## src/fpes_pkg.sv

```systemverilog
// ----------------------------------------------------------------------------
// fpes_pkg
// Shared types and constants for the flash program/erase sequencer.
// ----------------------------------------------------------------------------
package fpes_pkg;

  localparam int SectorBytes   = 4096;
  localparam int PageBytes     = 256;
  localparam int SectorBits    = $clog2(SectorBytes);
  localparam int PageBits      = $clog2(PageBytes);
  localparam int AddrW         = 24;
  localparam int LenW          = 13;
  localparam int ChunkW        = 9;
  localparam int OffW          = 12;
  localparam int PollW         = 9;
  localparam int SizeLog2Max   = 24;
  localparam int QueueDepth    = 4;
  localparam int QueuePtrW     = $clog2(QueueDepth);

  localparam logic [PollW-1:0] PollsProgram = PollW'(100);
  localparam logic [PollW-1:0] PollsErase   = PollW'(400);

  localparam logic CfgSizeLog2   = 1'b0;
  localparam logic CfgChunkLimit = 1'b1;

  typedef enum logic [1:0] {
    OP_WRITE  = 2'd0,
    OP_ERASE  = 2'd1,
    OP_STATUS = 2'd2,
    OP_TICK   = 2'd3
  } opcode_t;

  typedef enum logic [2:0] {
    ACT_WRITE_ENABLE = 3'd0,
    ACT_READ_STATUS  = 3'd1,
    ACT_PAGE_PROGRAM = 3'd2,
    ACT_SECTOR_ERASE = 3'd3,
    ACT_FINISHED     = 3'd4
  } action_t;

  typedef enum logic [2:0] {
    ERR_OK          = 3'd0,
    ERR_ADDR        = 3'd1,
    ERR_CROSS       = 3'd2,
    ERR_WEL         = 3'd3,
    ERR_TIMEOUT     = 3'd4
  } err_t;

  localparam int StBusyBit = 0;
  localparam int StWelBit  = 1;

  typedef struct packed {
    action_t             action;
    logic [AddrW-1:0]    target_address;
    logic [ChunkW-1:0]   chunk_length;
    logic [OffW-1:0]     buffer_offset;
    err_t                error_code;
    logic                last;
  } result_t;

endpackage

```

## src/flash_program_erase_sequencer.sv

```systemverilog
// ----------------------------------------------------------------------------
// flash_program_erase_sequencer
// Sequences SPI NOR page programs and 4k sector erases from event inputs.
// ----------------------------------------------------------------------------
// Usage:
//   Input stream carries one event per transaction: in_tuser is the opcode
//   (write request, erase request, status byte, millisecond tick), in_tdata
//   holds address, length and status byte. Each event yields zero, one or
//   two result transactions on the output stream; out_tuser is the flash
//   action, out_tdata its address, chunk length, buffer offset and error
//   code, out_tlast marks the final result of an event.
//   Configuration writes (flash size log2, chunk limit) use the cfg_ port, always
//   ready. The user must make them while the block is idle; it is not enforced.
//   An event is evaluated in the cycle it is accepted; its results are
//   written to a four-entry result queue and, when the queue was empty, the
//   first one is visible on the output the next cycle. One event per cycle
//   is accepted while the queue has room for two results, so throughput is
//   one event per cycle, bounded by one result per cycle on the output.
//   When the receiver stalls, the queue fills and in_tready drops until
//   space for two results returns. Reset empties the queue, returns the
//   sequencer to idle and loads flash size 2^24 and chunk limit 256.
// ----------------------------------------------------------------------------
module flash_program_erase_sequencer (
  input  logic        clk,
  input  logic        rst_n,
  input  logic        in_tvalid,
  output logic        in_tready,
  input  logic [47:0] in_tdata,   // address[23:0], length[36:24], status_byte[44:37]
  input  logic [1:0]  in_tuser,   // opcode[1:0]
  output logic        out_tvalid,
  input  logic        out_tready,
  output logic [47:0] out_tdata,  // target_address[23:0], chunk_length[32:24],
                                  // buffer_offset[44:33], error_code[47:45]
  output logic [2:0]  out_tuser,  // action[2:0]
  output logic        out_tlast,
  input  logic        cfg_valid,
  output logic        cfg_ready,
  input  logic        cfg_index,
  input  logic [8:0]  cfg_data
);

  typedef enum logic [1:0] {
    PH_IDLE,
    PH_WAIT_WEL,
    PH_WAIT_TICK,
    PH_WAIT_POLL
  } phase_t;

  localparam int   AW = fpes_pkg::AddrW;
  localparam int   LW = fpes_pkg::LenW;
  localparam int   CW = fpes_pkg::ChunkW;
  localparam int   OW = fpes_pkg::OffW;
  localparam int   QW = fpes_pkg::QueuePtrW;

  logic [4:0]              size_log2_r;
  logic [CW-1:0]           chunk_limit_r;
  phase_t                  phase_r, phase_nxt;
  logic                    is_erase_r, is_erase_nxt;
  logic [AW-1:0]           cur_addr_r, cur_addr_nxt;
  logic [LW-1:0]           bytes_left_r, bytes_left_nxt;
  logic [OW-1:0]           bytes_done_r, bytes_done_nxt;
  logic [fpes_pkg::PollW-1:0] polls_left_r, polls_left_nxt, polls_dec;

  fpes_pkg::result_t       queue_r [fpes_pkg::QueueDepth];
  logic [QW-1:0]           wr_ptr_r, rd_ptr_r;
  logic [QW:0]             count_r;

  fpes_pkg::result_t       res0, res1;
  logic [1:0]              n_push;
  logic                    in_fire, out_fire;

  fpes_pkg::opcode_t       op;
  logic [AW-1:0]           in_addr;
  logic [LW-1:0]           in_len;
  logic [7:0]              in_status;

  logic [4:0]              lg;
  logic [AW:0]             flash_size;
  logic [AW:0]             size_room;
  logic [fpes_pkg::SectorBits:0] sector_room;
  logic [CW-1:0]           lim, page_room, chunk_a;
  logic [CW-1:0]           chunk;
  logic [LW-1:0]           left_after;

  assign op        = fpes_pkg::opcode_t'(in_tuser);
  assign in_addr   = in_tdata[AW-1:0];
  assign in_len    = in_tdata[AW+LW-1:AW];
  assign in_status = in_tdata[AW+LW+7:AW+LW];

  assign in_tready = (count_r <= (QW+1)'(fpes_pkg::QueueDepth - 2));
  assign in_fire   = in_tvalid && in_tready;
  assign out_tvalid = (count_r != '0);
  assign out_fire  = out_tvalid && out_tready;
  assign cfg_ready = 1'b1;

  assign out_tuser = queue_r[rd_ptr_r].action;
  assign out_tdata = {queue_r[rd_ptr_r].error_code, queue_r[rd_ptr_r].buffer_offset,
                      queue_r[rd_ptr_r].chunk_length, queue_r[rd_ptr_r].target_address};
  assign out_tlast = queue_r[rd_ptr_r].last;

  // Request checks
  always_comb begin
    lg          = (size_log2_r > 5'(fpes_pkg::SizeLog2Max)) ?
                  5'(fpes_pkg::SizeLog2Max) : size_log2_r;
    flash_size  = (AW+1)'(1) << lg;
    size_room   = flash_size - {1'b0, in_addr};
    sector_room = (fpes_pkg::SectorBits+1)'(fpes_pkg::SectorBytes)
                - {1'b0, in_addr[fpes_pkg::SectorBits-1:0]};
  end

  // Chunk size at the current address
  always_comb begin
    lim       = (chunk_limit_r == '0) ? CW'(1) : chunk_limit_r;
    page_room = CW'(fpes_pkg::PageBytes)
              - CW'(cur_addr_r[fpes_pkg::PageBits-1:0]);
    chunk_a   = (page_room > lim) ? lim : page_room;
    chunk     = (LW'(chunk_a) > bytes_left_r) ? CW'(bytes_left_r) : chunk_a;
    left_after = bytes_left_r - LW'(chunk);
    polls_dec = (polls_left_r != '0) ? polls_left_r - 1'b1 : polls_left_r;
  end

  function automatic fpes_pkg::result_t mk_result(fpes_pkg::action_t act,
                                                  logic [AW-1:0] adr,
                                                  logic [CW-1:0] len,
                                                  logic [OW-1:0] off,
                                                  fpes_pkg::err_t err,
                                                  logic lst);
    fpes_pkg::result_t r;
    r.action         = act;
    r.target_address = adr;
    r.chunk_length   = len;
    r.buffer_offset  = off;
    r.error_code     = err;
    r.last           = lst;
    return r;
  endfunction

  always_comb begin
    phase_nxt      = phase_r;
    is_erase_nxt   = is_erase_r;
    cur_addr_nxt   = cur_addr_r;
    bytes_left_nxt = bytes_left_r;
    bytes_done_nxt = bytes_done_r;
    polls_left_nxt = polls_left_r;
    n_push         = 2'd0;
    res0 = mk_result(fpes_pkg::ACT_WRITE_ENABLE, '0, '0, '0, fpes_pkg::ERR_OK, 1'b0);
    res1 = mk_result(fpes_pkg::ACT_READ_STATUS, '0, '0, '0, fpes_pkg::ERR_OK, 1'b1);
    unique case (phase_r)
      PH_IDLE: begin
        if (op == fpes_pkg::OP_WRITE) begin
          if (({1'b0, in_addr} > flash_size) || ((AW+1)'(in_len) > size_room)) begin
            n_push = 2'd1;
            res0 = mk_result(fpes_pkg::ACT_FINISHED, '0, '0, '0, fpes_pkg::ERR_ADDR, 1'b1);
          end else if (in_len > LW'(sector_room)) begin
            n_push = 2'd1;
            res0 = mk_result(fpes_pkg::ACT_FINISHED, '0, '0, '0, fpes_pkg::ERR_CROSS, 1'b1);
          end else if (in_len == '0) begin
            n_push = 2'd1;
            res0 = mk_result(fpes_pkg::ACT_FINISHED, '0, '0, '0, fpes_pkg::ERR_OK, 1'b1);
          end else begin
            n_push         = 2'd2;
            is_erase_nxt   = 1'b0;
            cur_addr_nxt   = in_addr;
            bytes_left_nxt = in_len;
            bytes_done_nxt = '0;
            phase_nxt      = PH_WAIT_WEL;
          end
        end else if (op == fpes_pkg::OP_ERASE) begin
          n_push         = 2'd2;
          is_erase_nxt   = 1'b1;
          cur_addr_nxt   = in_addr;
          bytes_left_nxt = '0;
          bytes_done_nxt = '0;
          phase_nxt      = PH_WAIT_WEL;
        end
      end
      PH_WAIT_WEL: begin
        if (op == fpes_pkg::OP_STATUS) begin
          n_push = 2'd1;
          if (!in_status[fpes_pkg::StWelBit]) begin
            res0 = mk_result(fpes_pkg::ACT_FINISHED, '0, '0, '0, fpes_pkg::ERR_WEL, 1'b1);
            phase_nxt = PH_IDLE;
          end else if (is_erase_r) begin
            res0 = mk_result(fpes_pkg::ACT_SECTOR_ERASE, cur_addr_r, '0, '0,
                             fpes_pkg::ERR_OK, 1'b1);
            polls_left_nxt = fpes_pkg::PollsErase;
            phase_nxt      = PH_WAIT_TICK;
          end else begin
            res0 = mk_result(fpes_pkg::ACT_PAGE_PROGRAM, cur_addr_r, chunk, bytes_done_r,
                             fpes_pkg::ERR_OK, 1'b1);
            polls_left_nxt = fpes_pkg::PollsProgram;
            phase_nxt      = PH_WAIT_TICK;
          end
        end
      end
      PH_WAIT_TICK: begin
        if (op == fpes_pkg::OP_TICK) begin
          n_push    = 2'd1;
          res0 = mk_result(fpes_pkg::ACT_READ_STATUS, '0, '0, '0, fpes_pkg::ERR_OK, 1'b1);
          phase_nxt = PH_WAIT_POLL;
        end
      end
      PH_WAIT_POLL: begin
        if (op == fpes_pkg::OP_STATUS) begin
          if (!in_status[fpes_pkg::StBusyBit]) begin
            if (is_erase_r) begin
              n_push    = 2'd1;
              res0 = mk_result(fpes_pkg::ACT_FINISHED, '0, '0, '0, fpes_pkg::ERR_OK, 1'b1);
              phase_nxt = PH_IDLE;
            end else begin
              cur_addr_nxt   = cur_addr_r + AW'(chunk);
              bytes_done_nxt = bytes_done_r + OW'(chunk);
              bytes_left_nxt = left_after;
              if (left_after == '0) begin
                n_push    = 2'd1;
                res0 = mk_result(fpes_pkg::ACT_FINISHED, '0, '0, '0,
                                 fpes_pkg::ERR_OK, 1'b1);
                phase_nxt = PH_IDLE;
              end else begin
                n_push    = 2'd2;
                phase_nxt = PH_WAIT_WEL;
              end
            end
          end else begin
            polls_left_nxt = polls_dec;
            if (polls_dec == '0) begin
              n_push    = 2'd1;
              res0 = mk_result(fpes_pkg::ACT_FINISHED, '0, '0, '0,
                               fpes_pkg::ERR_TIMEOUT, 1'b1);
              phase_nxt = PH_IDLE;
            end else begin
              phase_nxt = PH_WAIT_TICK;
            end
          end
        end
      end
      default: phase_nxt = PH_IDLE;
    endcase
  end

  always_ff @(posedge clk) begin
    if (!rst_n) begin
      size_log2_r   <= 5'(fpes_pkg::SizeLog2Max);
      chunk_limit_r <= CW'(fpes_pkg::PageBytes);
      phase_r       <= PH_IDLE;
      is_erase_r    <= 1'b0;
      cur_addr_r    <= '0;
      bytes_left_r  <= '0;
      bytes_done_r  <= '0;
      polls_left_r  <= '0;
      wr_ptr_r      <= '0;
      rd_ptr_r      <= '0;
      count_r       <= '0;
    end else begin
      if (cfg_valid && cfg_ready) begin
        unique case (cfg_index)
          fpes_pkg::CfgSizeLog2:   size_log2_r <= cfg_data[4:0];
          fpes_pkg::CfgChunkLimit: chunk_limit_r <= cfg_data;
          default:                 ;
        endcase
      end
      if (in_fire) begin
        phase_r      <= phase_nxt;
        is_erase_r   <= is_erase_nxt;
        cur_addr_r   <= cur_addr_nxt;
        bytes_left_r <= bytes_left_nxt;
        bytes_done_r <= bytes_done_nxt;
        polls_left_r <= polls_left_nxt;
        wr_ptr_r     <= wr_ptr_r + QW'(n_push);
      end
      if (out_fire) begin
        rd_ptr_r <= rd_ptr_r + 1'b1;
      end
      count_r <= count_r + (in_fire ? (QW+1)'(n_push) : '0)
               - (out_fire ? (QW+1)'(1) : '0);
    end
  end

  always_ff @(posedge clk) begin
    if (in_fire && (n_push != 2'd0)) begin
      queue_r[wr_ptr_r] <= res0;
    end
    if (in_fire && (n_push == 2'd2)) begin
      queue_r[wr_ptr_r + 1'b1] <= res1;
    end
  end

endmodule

```

## config.mk

```make
export PLATFORM = sky130hd
export DESIGN_NAME = flash_program_erase_sequencer
export DESIGN_NICKNAME = d
export VERILOG_FILES = /design/src/fpes_pkg.sv /design/src/flash_program_erase_sequencer.sv
export SDC_FILE = /design/constraint.sdc
export NUM_CORES = 1
export LEC_CHECK = 0
export BUFFER_PORTS_ARGS = -buffer_cell sky130_fd_sc_hd__clkbuf_2
export CAP_MARGIN = 20
export CORE_UTILIZATION = 30
export DETAILED_ROUTE_END_ITERATION = 12
export SYNTH_ARGS = -nofsm -noshare
export SYNTH_HDL_FRONTEND = slang
export SYNTH_SLANG_ARGS = --single-unit
```

## constraint.sdc

```tcl
create_clock -name clk -period 10.25 [get_ports clk]
set_input_delay 2.05 -clock clk [delete_from_list [all_inputs] [get_ports clk]]
set_output_delay 2.05 -clock clk [all_outputs]
set_load 0.01 [all_outputs]
```

* Word-level counts from Yosys, hierarchy flattened
Memories as Yosys holds them, arrays and structs flattened. A register that Yosys moved wholly into a read port is not among the register bits.
Index checks and enable logic that the tools add are counted.
** Cells by class
- Add/sub/neg operators :: 12
- Order comparisons :: 7
- Eq/ne operators :: 21
- Shift operators :: 1
- Multiplexer cells :: 92
- Bitwise operators :: 1
- Reduce and logical (&&, ||, !) cells :: 23
** Operator list (number)
- $mux 52 :: 11
- $pmux 52 s4 :: 1
- $mux 24 :: 8
- $mux 13 :: 8
- $mux 50 :: 2
- $mux 12 :: 8
- $mux 9 :: 9
- $pmux 24 s2 :: 1
- $mux 2 :: 23
- $logic_not 13->1 :: 2
- $pmux 13 s2 :: 1
- $gt 13x25->1 :: 1
- $gt 24x25->1 :: 1
- $shl 1x5->25 const A :: 1
- $sub 25x24->25 :: 1
- $add 24x9->24 :: 1
- $pmux 12 s2 :: 1
- $ne 2x2->1 const B :: 10
- $logic_not 9->1 :: 2
- $pmux 9 s2 :: 1
- $pmux 2 s4 :: 2
- $mux 1 :: 15
- $gt 13x13->1 :: 1
- $gt 9x13->1 :: 1
- other kinds (27) :: 45
** Storage, ports and cells
- Flip-flop bits (word level) :: 82
- Memory bits (writable) :: 208
- Input bits :: 65
- Output and inout bits :: 55
- Logic and storage cells :: 169
- Memories :: 1
** Memories
- queue_r :: depth 4, width 52, rd ports 1, clocked after Yosys merged registers in 1, wr ports 2, line flash_program_erase_sequencer.sv:64 : fpes_pkg::result_t queue_r [fpes_pkg::QueueDepth];

* Longest topological paths before layout
Gate-level depths: netlist (run 1).
- Word-level depth :: 17
- Depth in mapped cells :: 45
- Mapped depth without buffers :: 43

* Worst setup path before layout (run 1)
Ideal clock, no wire load.
- Path kind :: reg2reg
- Start :: register cur_addr_r[0]
- End :: register count_r[2]
- Library setup time :: 0.128 ns
- Arrival time :: 8.314 ns
- Required time :: 10.122 ns
- Slack :: 1.808 ns
- Cell stages (with the launch flop) :: 46
- Path buffers :: 2
- Period minus slack after synthesis :: 8.442 ns
- Path through :: dfxtp_1 -> inv_1 -> ha_1 -> ha_1 -> nor2b_1 -> o21a_1 -> o21a_1 -> o21ai_0 -> a211oi_1 -> o31ai_1 -> clkbuf_1 -> nand2_1 -> o21ai_0 -> ha_1 -> nor2b_1 -> o21a_1 -> o21ai_0 -> nand2b_1 -> [... 10 more ...] -> o21ai_0 -> a2111oi_0 -> o21a_1 -> o211ai_1 -> o31ai_1 -> nand3_1 -> nand3_1 -> a21oi_1 -> inv_1 -> nand2_1 -> ha_1 -> inv_1 -> ha_1 -> inv_1 -> fa_1 -> xnor2_1 -> xnor2_1 -> nor2_1
** Between the ends
- Word-level cells in the longest chain between the ends :: 15
** Ends and longest elaborated chain
- from (decl) :: line flash_program_erase_sequencer.sv:59 : logic [AW-1:0] cur_addr_r, cur_addr_nxt;
- from (signal assigned) :: line flash_program_erase_sequencer.sv:265 : cur_addr_r <= cur_addr_nxt;
- $sub 9x8->9 (*) :: line flash_program_erase_sequencer.sv:115 : - CW'(cur_addr_r[fpes_pkg::PageBits-1:0]);
- $gt 9x9->1 :: line flash_program_erase_sequencer.sv:116 : chunk_a = (page_room > lim) ? lim : page_room;
- $mux 9 (*) :: line flash_program_erase_sequencer.sv:116
- $gt 9x13->1 :: line flash_program_erase_sequencer.sv:117 : chunk = (LW'(chunk_a) > bytes_left_r) ? CW'(bytes_left_r) : chunk_a;
- $mux 9 (*) :: line flash_program_erase_sequencer.sv:117
- $sub 13x9->13 (*) :: line flash_program_erase_sequencer.sv:118 : left_after = bytes_left_r - LW'(chunk);
- $logic_not 13->1 (*) :: line flash_program_erase_sequencer.sv:214 : if (left_after == '0) begin
- $mux 2 (*) :: line flash_program_erase_sequencer.sv:214
- $mux 2 (*) :: line flash_program_erase_sequencer.sv:206 : if (is_erase_r) begin
- $mux 2 (*) :: line flash_program_erase_sequencer.sv:205 : if (!in_status[fpes_pkg::StBusyBit]) begin
- $mux 2 (*) :: line flash_program_erase_sequencer.sv:204 : if (op == fpes_pkg::OP_STATUS) begin
- $pmux 2 s4 (*) :: line flash_program_erase_sequencer.sv:148 : unique case (phase_r)
- $mux 2 (*) :: line flash_program_erase_sequencer.sv:274 : count_r <= count_r + (in_fire ? (QW+1)'(n_push) : '0)
- $add 3x2->3 (*) :: line flash_program_erase_sequencer.sv:274
- $sub 3x1->3 (*) :: line flash_program_erase_sequencer.sv:275 : - (out_fire ? (QW+1)'(1) : '0);
- to (signal assigned) :: line flash_program_erase_sequencer.sv:274
- to (decl) :: line flash_program_erase_sequencer.sv:66 : logic [QW:0] count_r;
Every way passes the cells marked *; elsewhere a longest branch is shown, timed or not.
A chain may end at the register's enable or synchronous reset.

==> PnR_summary.wiki, run 1 <==
{| class="wikitable"
! Metric !! Value
|-
| Post-route standard cell area excluding fillers || 0.0200 mm²
|-
| TritonRoute pass-1 iters || 5
|-
| Std-Cell Core Area || 0.0577 mm²
|-
| Remaining Overflow, GRT || 0
|-
| Detail-routed via count per cell || 5.28
|-
| Distinct cells, synth || 73
|-
| Final cell utilization of the core || 0.347
|-
| Type of the setup path with the least slack || flop to flop
|-
| Run status || completed
|-
| Filler cell count in the final layout || 5971
|-
| Quantity of I/O buffers inserted on ports || 109
|-
| Setup TNS || 0 ns
|-
| Area overhead of the layout relative to synthesis || 14.2%
|-
| Total clock buffers created by CTS || 35
|-
| Initial antenna violation count || 0
|-
| Number of pins exceeding their max-slew limit in the final report || 0
|-
| Mapped Area || 0.0175 mm²
|-
| Post-Route WL || 52800 µm
|-
| First DRT Iteration DRCs || 1035
|-
| Crit share post-route || 0.923
|-
| WP data required || 10.64 ns
|-
| Sequential area share after synthesis || 0.334
|-
| Category of the worst setup path launch point || flop
|-
| Syn avg cell area || 8.64 µm²
|-
| Detail Placement HPWL || 38100 µm
|-
| Max-cap viol count || 0
|-
| Remaining routing DRC violations || 0
|-
| Clock-pin slew of the registers on the worst-case setup and hold paths || 0.06 ns
|-
| Via count of the first global-routing pass || 15100
|-
| Fmax || 106 MHz
|-
| Global-route wire length before repair || 83200 µm
|-
| Critical path's largest stage delay || 0.63 ns
|-
| Insertion delay to the later sink of the worst-skew pair || 0.55 ns
|-
| Post-route insts no fill || 2870
|-
| Worst Hold Slack || 0.454 ns
|-
| Total setup violations reported at the end of the flow || 0
|-
| Rows || 88
|-
| Routed wirelength normalized by instance count || 18.4 µm
|-
| Count of placed standard cells including taps || 2806
|-
| Synth warn || 0
|-
| Number of instances in the synthesized netlist || 2025
|-
| Transition time at the pin with the least slew margin || 1.00 ns
|-
| Count of antenna diodes in the layout || 0
|-
| Synthesized net count || 2197
|-
| Maximum root-to-sink buffer count || 3
|-
| Number of primary I/O pins || 120
|-
| Fraction of layout instances using a drive strength above 1 || 0.132
|-
| Gp weighted congestion || 0.884
|-
| Setup skew after layout || 0.0106 ns
|-
| Setup repair after global routing missed its margin || false
|-
| Power, Total || 3.93 mW
|-
| Commonest non-fill, non-tap cells in the layout || 400 x sky130_fd_sc_hd__nand2_1, 290 x sky130_fd_sc_hd__dfxtp_1, 216 x sky130_fd_sc_hd__mux2i_1, 118 x sky130_fd_sc_hd__nor2_1, 109 x sky130_fd_sc_hd__clkbuf_2
|-
| Clk sink count || 292
|-
| Number of synthesized flops with an enable pin || 0
|-
| Flip-flop cell with the highest count after synthesis || sky130_fd_sc_hd__dfxtp_1
|-
| Slowest-stage cell, CP || sky130_fd_sc_hd__nor2_1
|-
| Detail Route Antenna Nets || 0
|-
| Global routing usage summed across all routing layers || 0.176
|-
| Placed inst area || 0.0188 mm²
|-
| H-tree Lvls || 2
|-
| Nets || 2251
|-
| Die X-Extent || 244 µm
|-
| Cell area power density || 197 mW/mm²
|-
| Count of state elements after synthesis || 292
|-
| Die extent in y || 244 µm
|-
| Maximum number of pins on one net before global-route repair || 89
|-
| HP Class || flop to flop
|-
| Die outline area || 0.0593 mm²
|-
| Dpl ws || 0.804 ns
|-
| Register area || 0.00585 mm²
|-
| Hold_buf cts || 0
|-
| Endpoint type of the worst setup path || flop
|-
| CTS tree || done
|-
| Worst path most repeated cell || sky130_fd_sc_hd__o21ai_0
|-
| Shortest period the worst path allows || 9.46 ns
|-
| Largest fanout on the critical path || 41
|-
| Post-layout worst setup margin || 0.794 ns
|-
| Post-synthesis async set-or-reset flop share || 0
|-
| Standby leakage power || 7.71 nW
|-
| Cell chosen for the clock root || sky130_fd_sc_hd__clkbuf_16
|-
| Relative slew slack || 0.328
|-
| Final hold violation count || 0
|-
| Via count || 15200
|-
| Most common cell after layout, fill and taps aside || sky130_fd_sc_hd__nand2_1
|-
| Arrival time reported for the critical path endpoint || 9.85 ns
|-
| Initial core utilization || 0.303
|-
| Peak supply drop || 0.125 mV
|-
| Multi-input combinational cell area || 0.0109 mm²
|}
==> synthesized netlist by cell type, drive strengths merged, types with 6 or more instances <==
cell      n  area (µm²)
nand2   401        1510
dfxtp   292        5850
mux2i   216        2160
nor2    118         443
ha      102        1280
a21oi   101         505
o21ai    94         482
inv      90         338
clkbuf   83         312
mux4     52        1170
nor3     43         215
xnor2    34         298
buf      33         189
nand3    33         165
a211oi   25         188
nand4    25         156
a21o     20         150
nor4     19         119
xor2     18         158
nand2b   15        93.8
o21a     13        97.6
o31ai    13         103
a21boi   12        90.1
mux2     11         124
nor2b    11        68.8
o21bai   11        82.6
a31oi    10        62.6
or3      10        62.6
and2      9        56.3
and3      8        50.1
a22oi     7        52.6
o211ai    7        52.6
a311oi    6        52.6
nand3b    6        45.0
==> where the power goes <==
group	leakage (nW)	internal, mW	switching [mW]
registers	2.36	1.19	0.104
logic	4.78	0.562	0.794
clock network	0.575	0.768	0.510
total	7.71	2.52	1.41
==> path summary, 6_finish.rpt <==
| check | from | end | slack (ns) | depth (start not counted) |
|---|---|---|---|---|
| worst max-delay path | cur_addr_r[0]$_SDFFE_PN0P_ | queue_r[3][18]$_SDFFE_PP0P_ | 0.79 | 38 |
| worst min-delay path | queue_r[1][19]$_SDFFE_PP0P_ | queue_r[1][19]$_SDFFE_PP0P_ | 0.45 | 2 |
| worst max register to register | cur_addr_r[0]$_SDFFE_PN0P_ | queue_r[3][18]$_SDFFE_PP0P_ | 0.79 | 38 |
| worst min register to register | queue_r[1][19]$_SDFFE_PP0P_ | queue_r[1][19]$_SDFFE_PP0P_ | 0.45 | 2 |
==> sequential cells by signal, summed over array words and instances (netlist names), 3 cells and up, named ones only <==
signal / cells
queue_r: 208
size_log2_r: 5
bytes_done_r: 12
chunk_limit_r: 9
polls_left_r: 9
count_r: 3
cur_addr_r: 24
bytes_left_r: 13
==> layer usage <==
layer | routed length [µm] | part of all wire | track usage
met1 | 24500 | 0.46 | 0.237
met2 | 23900 | 0.45 | 0.287
met3 | 3180 | 0.060 | 0.0284
met4 | 1150 | 0.022 | 0.0524
met5 | 0 | 0 | 0
==> logic make-up after synthesis <==
logic type / Yosys count / share of synthesized area
adders and majority gates: 107 / 0.0786
DFF: 292 / 0.334
and+or+nand+nor: 715 / 0.178
AOI/OAI and AO/OA: 373 / 0.138
buffers and inverters: 206 / 0.0479
xor gates and xnor gates: 52 / 0.0260
muxes: 279 / 0.197
other: 1 / 0.000214
==> layout make-up <==
cell class | count | share of cell area
multi-input combinational | 1527 | 0.546
sequential | 292 | 0.293
clock buffer | 49 | 0.0505
inverter | 90 | 0.0169
tap | 765 | 0.0479
clock inverter | 14 | 0.00857
timing repair buffer | 133 | 0.0375
==> repair_timing <==
item / in CTS / in global routing
resized for setup: 0 / 1
setup buffers: 0 / 0
setup endpoints to repair: 0 / 1
==> worst max-delay path, delay by kind of cell, from the launching register on <==
kind                       cells  cell delay, ns
adders and majority gates      5            1.47
buffers and inverters          7            1.33
and+or+nand+nor                5            0.95
DFF                            1            0.50
AOI/OAI and AO/OA             19            4.39
muxes                          2            0.58
(Power assumes the default switching activity.)
==> inputs of run 2 (changes only) <==
--- a/config.mk
+++ b/config.mk
@@ -7,8 +7,9 @@
 export LEC_CHECK = 0
 export BUFFER_PORTS_ARGS = -buffer_cell sky130_fd_sc_hd__clkbuf_2
 export CAP_MARGIN = 20
-export CORE_UTILIZATION = 30
+export CORE_UTILIZATION = 56
 export DETAILED_ROUTE_END_ITERATION = 12
+export PLACE_DENSITY = 0.75
 export SYNTH_ARGS = -nofsm -noshare
 export SYNTH_HDL_FRONTEND = slang
 export SYNTH_SLANG_ARGS = --single-unit
==> constraint.sdc (replaced) <==
create_clock -name clk -period 10.25 [get_ports clk]
set_input_delay 0.5125 -clock clk [delete_from_list [all_inputs] [get_ports clk]]
set_output_delay 0.5125 -clock clk [all_outputs]
set_load 0.01 [all_outputs]
==> PnR_summary.wiki, run 2 (synthesis gave the netlist of run 1 again) <==
{| class="wikitable"
! Metric !! Value
|-
| Insertion delay to the later sink of the worst-skew pair || 0.57 ns (was 0.55 ns)
|-
| Fmax || 104 MHz (was 106 MHz)
|-
| Via count of the first global-routing pass || 14800 (was 15100)
|-
| Initial antenna violation count || 0 (unchanged)
|-
| Run status || completed (unchanged)
|-
| Relative slew slack || 0.325 (was 0.328)
|-
| CTS tree || done (unchanged)
|-
| Most common cell after layout, fill and taps aside || sky130_fd_sc_hd__nand2_1 (unchanged)
|-
| Resized cells post-CTS || 0 (unchanged)
|-
| Final cell utilization of the core || 0.633 (was 0.347)
|-
| Post-layout worst setup margin || 0.656 ns (was 0.794 ns)
|-
| Remaining routing DRC violations || 0 (unchanged)
|-
| Remaining Overflow, GRT || 0 (unchanged)
|-
| Endpoint type of the worst setup path || flop (unchanged)
|-
| Maximum number of pins on one net before global-route repair || 89 (unchanged)
|-
| Net load switching power || 1.35 mW (was 1.41 mW)
|-
| Crit. path cell count || 37 (was 38)
|-
| Rows || 64 (was 88)
|-
| Crit share post-route || 0.936 (was 0.923)
|-
| HP Class || input port to flop (was flop to flop)
|-
| Setup repair after global routing missed its margin || false (unchanged)
|-
| Final hold violation count || 0 (unchanged)
|-
| Placed inst area || 0.0183 mm² (was 0.0188 mm²)
|-
| Fraction of layout instances using a drive strength above 1 || 0.130 (was 0.132)
|-
| Commonest non-fill, non-tap cells in the layout || 400 x sky130_fd_sc_hd__nand2_1, 290 x sky130_fd_sc_hd__dfxtp_1, 216 x sky130_fd_sc_hd__mux2i_1, 118 x sky130_fd_sc_hd__nor2_1, 109 x sky130_fd_sc_hd__clkbuf_2 (unchanged)
|-
| Critical path buffer and inverter count || 5 (was 7)
|-
| Number of flip-flops in the largest register || 208 (unchanged)
|-
| Sw frac || 0.356 (was 0.358)
|-
| Category of the worst setup path launch point || flop (unchanged)
|-
| Cell area power density || 196 mW/mm² (was 197 mW/mm²)
|-
| Type of the setup path with the least slack || flop to flop (unchanged)
|-
| Cell chosen for the clock root || sky130_fd_sc_hd__clkbuf_16 (unchanged)
|-
| Registers with the most flip-flops || queue_r x208, cur_addr_r x24, bytes_left_r x13 (unchanged)
|-
| Number of primary I/O pins || 120 (unchanged)
|-
| Maximum root-to-sink buffer count || 3 (unchanged)
|-
| Cell class contributing the biggest share of worst-path delay || compound AO/OA/AOI/OAI gates (unchanged)
|-
| Clk sink count || 292 (unchanged)
|-
| Area overhead of the layout relative to synthesis || 10.8% (was 14.2%)
|-
| Total clock buffers created by CTS || 31 (was 35)
|-
| Routed wirelength normalized by instance count || 19.2 µm (was 18.4 µm)
|-
| Number of cells traversed by the worst register-to-register path || 37 (was 38)
|-
| Detail-routed via count per cell || 6.16 (was 5.28)
|-
| Initial core utilization || 0.571 (was 0.303)
|-
| Max-cap viol count || 0 (unchanged)
|-
| Flop pwr share || 0.327 (was 0.330)
|-
| Number of pins exceeding their max-slew limit in the final report || 0 (unchanged)
|-
| Post-Route WL || 47800 µm (was 52800 µm)
|-
| Peak supply drop || 0.126 mV (was 0.125 mV)
|-
| H-tree Lvls || 1 (was 2)
|-
| Clock-pin slew of the registers on the worst-case setup and hold paths || 0.06 ns (about the same)
|-
| Quantity of I/O buffers inserted on ports || 109 (unchanged)
|-
| Nets || 2246 (was 2251)
|-
| Detail Placement HPWL || 33400 µm (was 38100 µm)
|-
| Hold_buf cts || 0 (unchanged)
|-
| Die extent in y || 179 µm (was 244 µm)
|-
| Die X-Extent || 179 µm (was 244 µm)
|-
| # Post-CTS Setup Buffers || 0 (unchanged)
|-
| Fraction of power consumed by combinational cells || 0.366 (was 0.345)
|-
| Slowest-stage cell, CP || sky130_fd_sc_hd__o31ai_2 (was sky130_fd_sc_hd__nor2_1)
|-
| Post-route standard cell area excluding fillers || 0.0194 mm² (was 0.0200 mm²)
|-
| Worst hold path cell count || 3 (was 2)
|-
| Gp weighted congestion || 0.960 (was 0.884)
|-
| Count of antenna diodes in the layout || 0 (unchanged)
|-
| Filler cell count in the final layout || 2557 (was 5971)
|-
| Critical path's largest stage delay || 0.88 ns (was 0.63 ns)
|-
| Setup skew after layout || 0.0265 ns (was 0.0106 ns)
|-
| Total setup violations reported at the end of the flow || 0 (unchanged)
|-
| Arrival time reported for the critical path endpoint || 10.08 ns (was 9.85 ns)
|-
| Shortest period the worst path allows || 9.59 ns (was 9.46 ns)
|-
| Die outline area || 0.0320 mm² (was 0.0593 mm²)
|-
| Via count || 15400 (was 15200)
|-
| Power, Total || 3.81 mW (was 3.93 mW)
|-
| Std-Cell Core Area || 0.0307 mm² (was 0.0577 mm²)
|-
| First DRT Iteration DRCs || 1047 (was 1035)
|-
| TritonRoute pass-1 iters || 5 (unchanged)
|-
| Largest fanout on the critical path || 49 (was 41)
|-
| Internal Power || 2.45 mW (was 2.52 mW)
|-
| Transition time at the pin with the least slew margin || 1.01 ns (was 1.00 ns)
|-
| Standby leakage power || 7.66 nW (was 7.71 nW)
|-
| Global-route wire length before repair || 75600 µm (was 83200 µm)
|-
| Register containing the most flip-flops in the final layout || queue_r (unchanged)
|-
| Setup TNS || 0 ns (unchanged)
|-
| WP data required || 10.73 ns (was 10.64 ns)
|-
| Worst path most repeated cell || sky130_fd_sc_hd__o21ai_0 (unchanged)
|-
| Clock share of power || 0.307 (was 0.325)
|-
| Detail Route Antenna Nets || 0 (unchanged)
|-
| Global routing usage summed across all routing layers || 0.297 (was 0.176)
|-
| Dpl ws || 0.741 ns (was 0.804 ns)
|}
-- run 2: changes by cell type in the layout (fill, tap and decap cells not counted), sizes merged --
| cell | change |
|---|---|
| bufinv | +1 |
| clkbuf | -8 |
| buf | -1 |
| clkinvlp | -1 |
| clkinv | +1 |
-- run 2: worst reg2reg max path: cells and delay by family (launching register included) --
family	cells	cell delay, ns
buffers and inverters	5	1.36
and+or+nand+nor	7	1.04
AOI/OAI and AO/OA	19	4.63
DFF	1	0.49
adders and majority gates	5	1.60
muxes	1	0.36
-- run 2: per-stage QoR --
stage	instances	hold WS (ns)
finish	2493	0.169
floorplan	2025	0.432
global route	2493	0.168
detailed placement	2436	0.446
CTS	2492	0.163
global placement	2436	0.438
-- run 2: final timing paths --
check / end / start / slack [ns]
setup / recovery: queue_r[1][29]$_SDFFE_PP0P_ / cur_addr_r[0]$_SDFFE_PN0P_ / 0.66
hold / removal: chunk_limit_r[8]$_SDFFE_PN1P_ / cfg_data[8] / 0.17
setup reg to reg: queue_r[1][29]$_SDFFE_PP0P_ / cur_addr_r[0]$_SDFFE_PN0P_ / 0.66
hold reg to reg: queue_r[3][48]$_SDFFE_PP0P_ / queue_r[3][48]$_SDFFE_PP0P_ / 0.45
-- run 2: final cells by class --
| class | count | area, µm² | share of cell area |
|---|---|---|---|
| repair buffers | 132 | 743 | 0.0383 |
| clock inverters | 15 | 189 | 0.00974 |
| clock buffers | 41 | 873 | 0.0450 |
| well taps | 396 | 495 | 0.0255 |
| flip-flops and latches | 292 | 5850 | 0.302 |
| inverters | 90 | 338 | 0.0174 |
| multi-input cells | 1527 | 10900 | 0.562 |
-- run 2: layer usage --
metal  vias up  part of all wire  global-route usage
li1       7316                 -                   -
met1      7429              0.44               0.392
met2       537              0.48               0.506
met3        80             0.061              0.0365
met4         0             0.022              0.0847
met5         -                 0                   0
-- run 2: power groups by stage --
stage | clock [mW] | combinational, mW | sequential [mW]
final | 1.17 | 1.39 | 1.24
after global routing | 1.22 | 1.53 | 1.25
after CTS | 1.18 | 1.38 | 1.24
after detailed placement | 0 | 1.36 | 1.27
after global placement | 0 | 1.34 | 1.26
after floorplan | 0 | 1.05 | 1.25
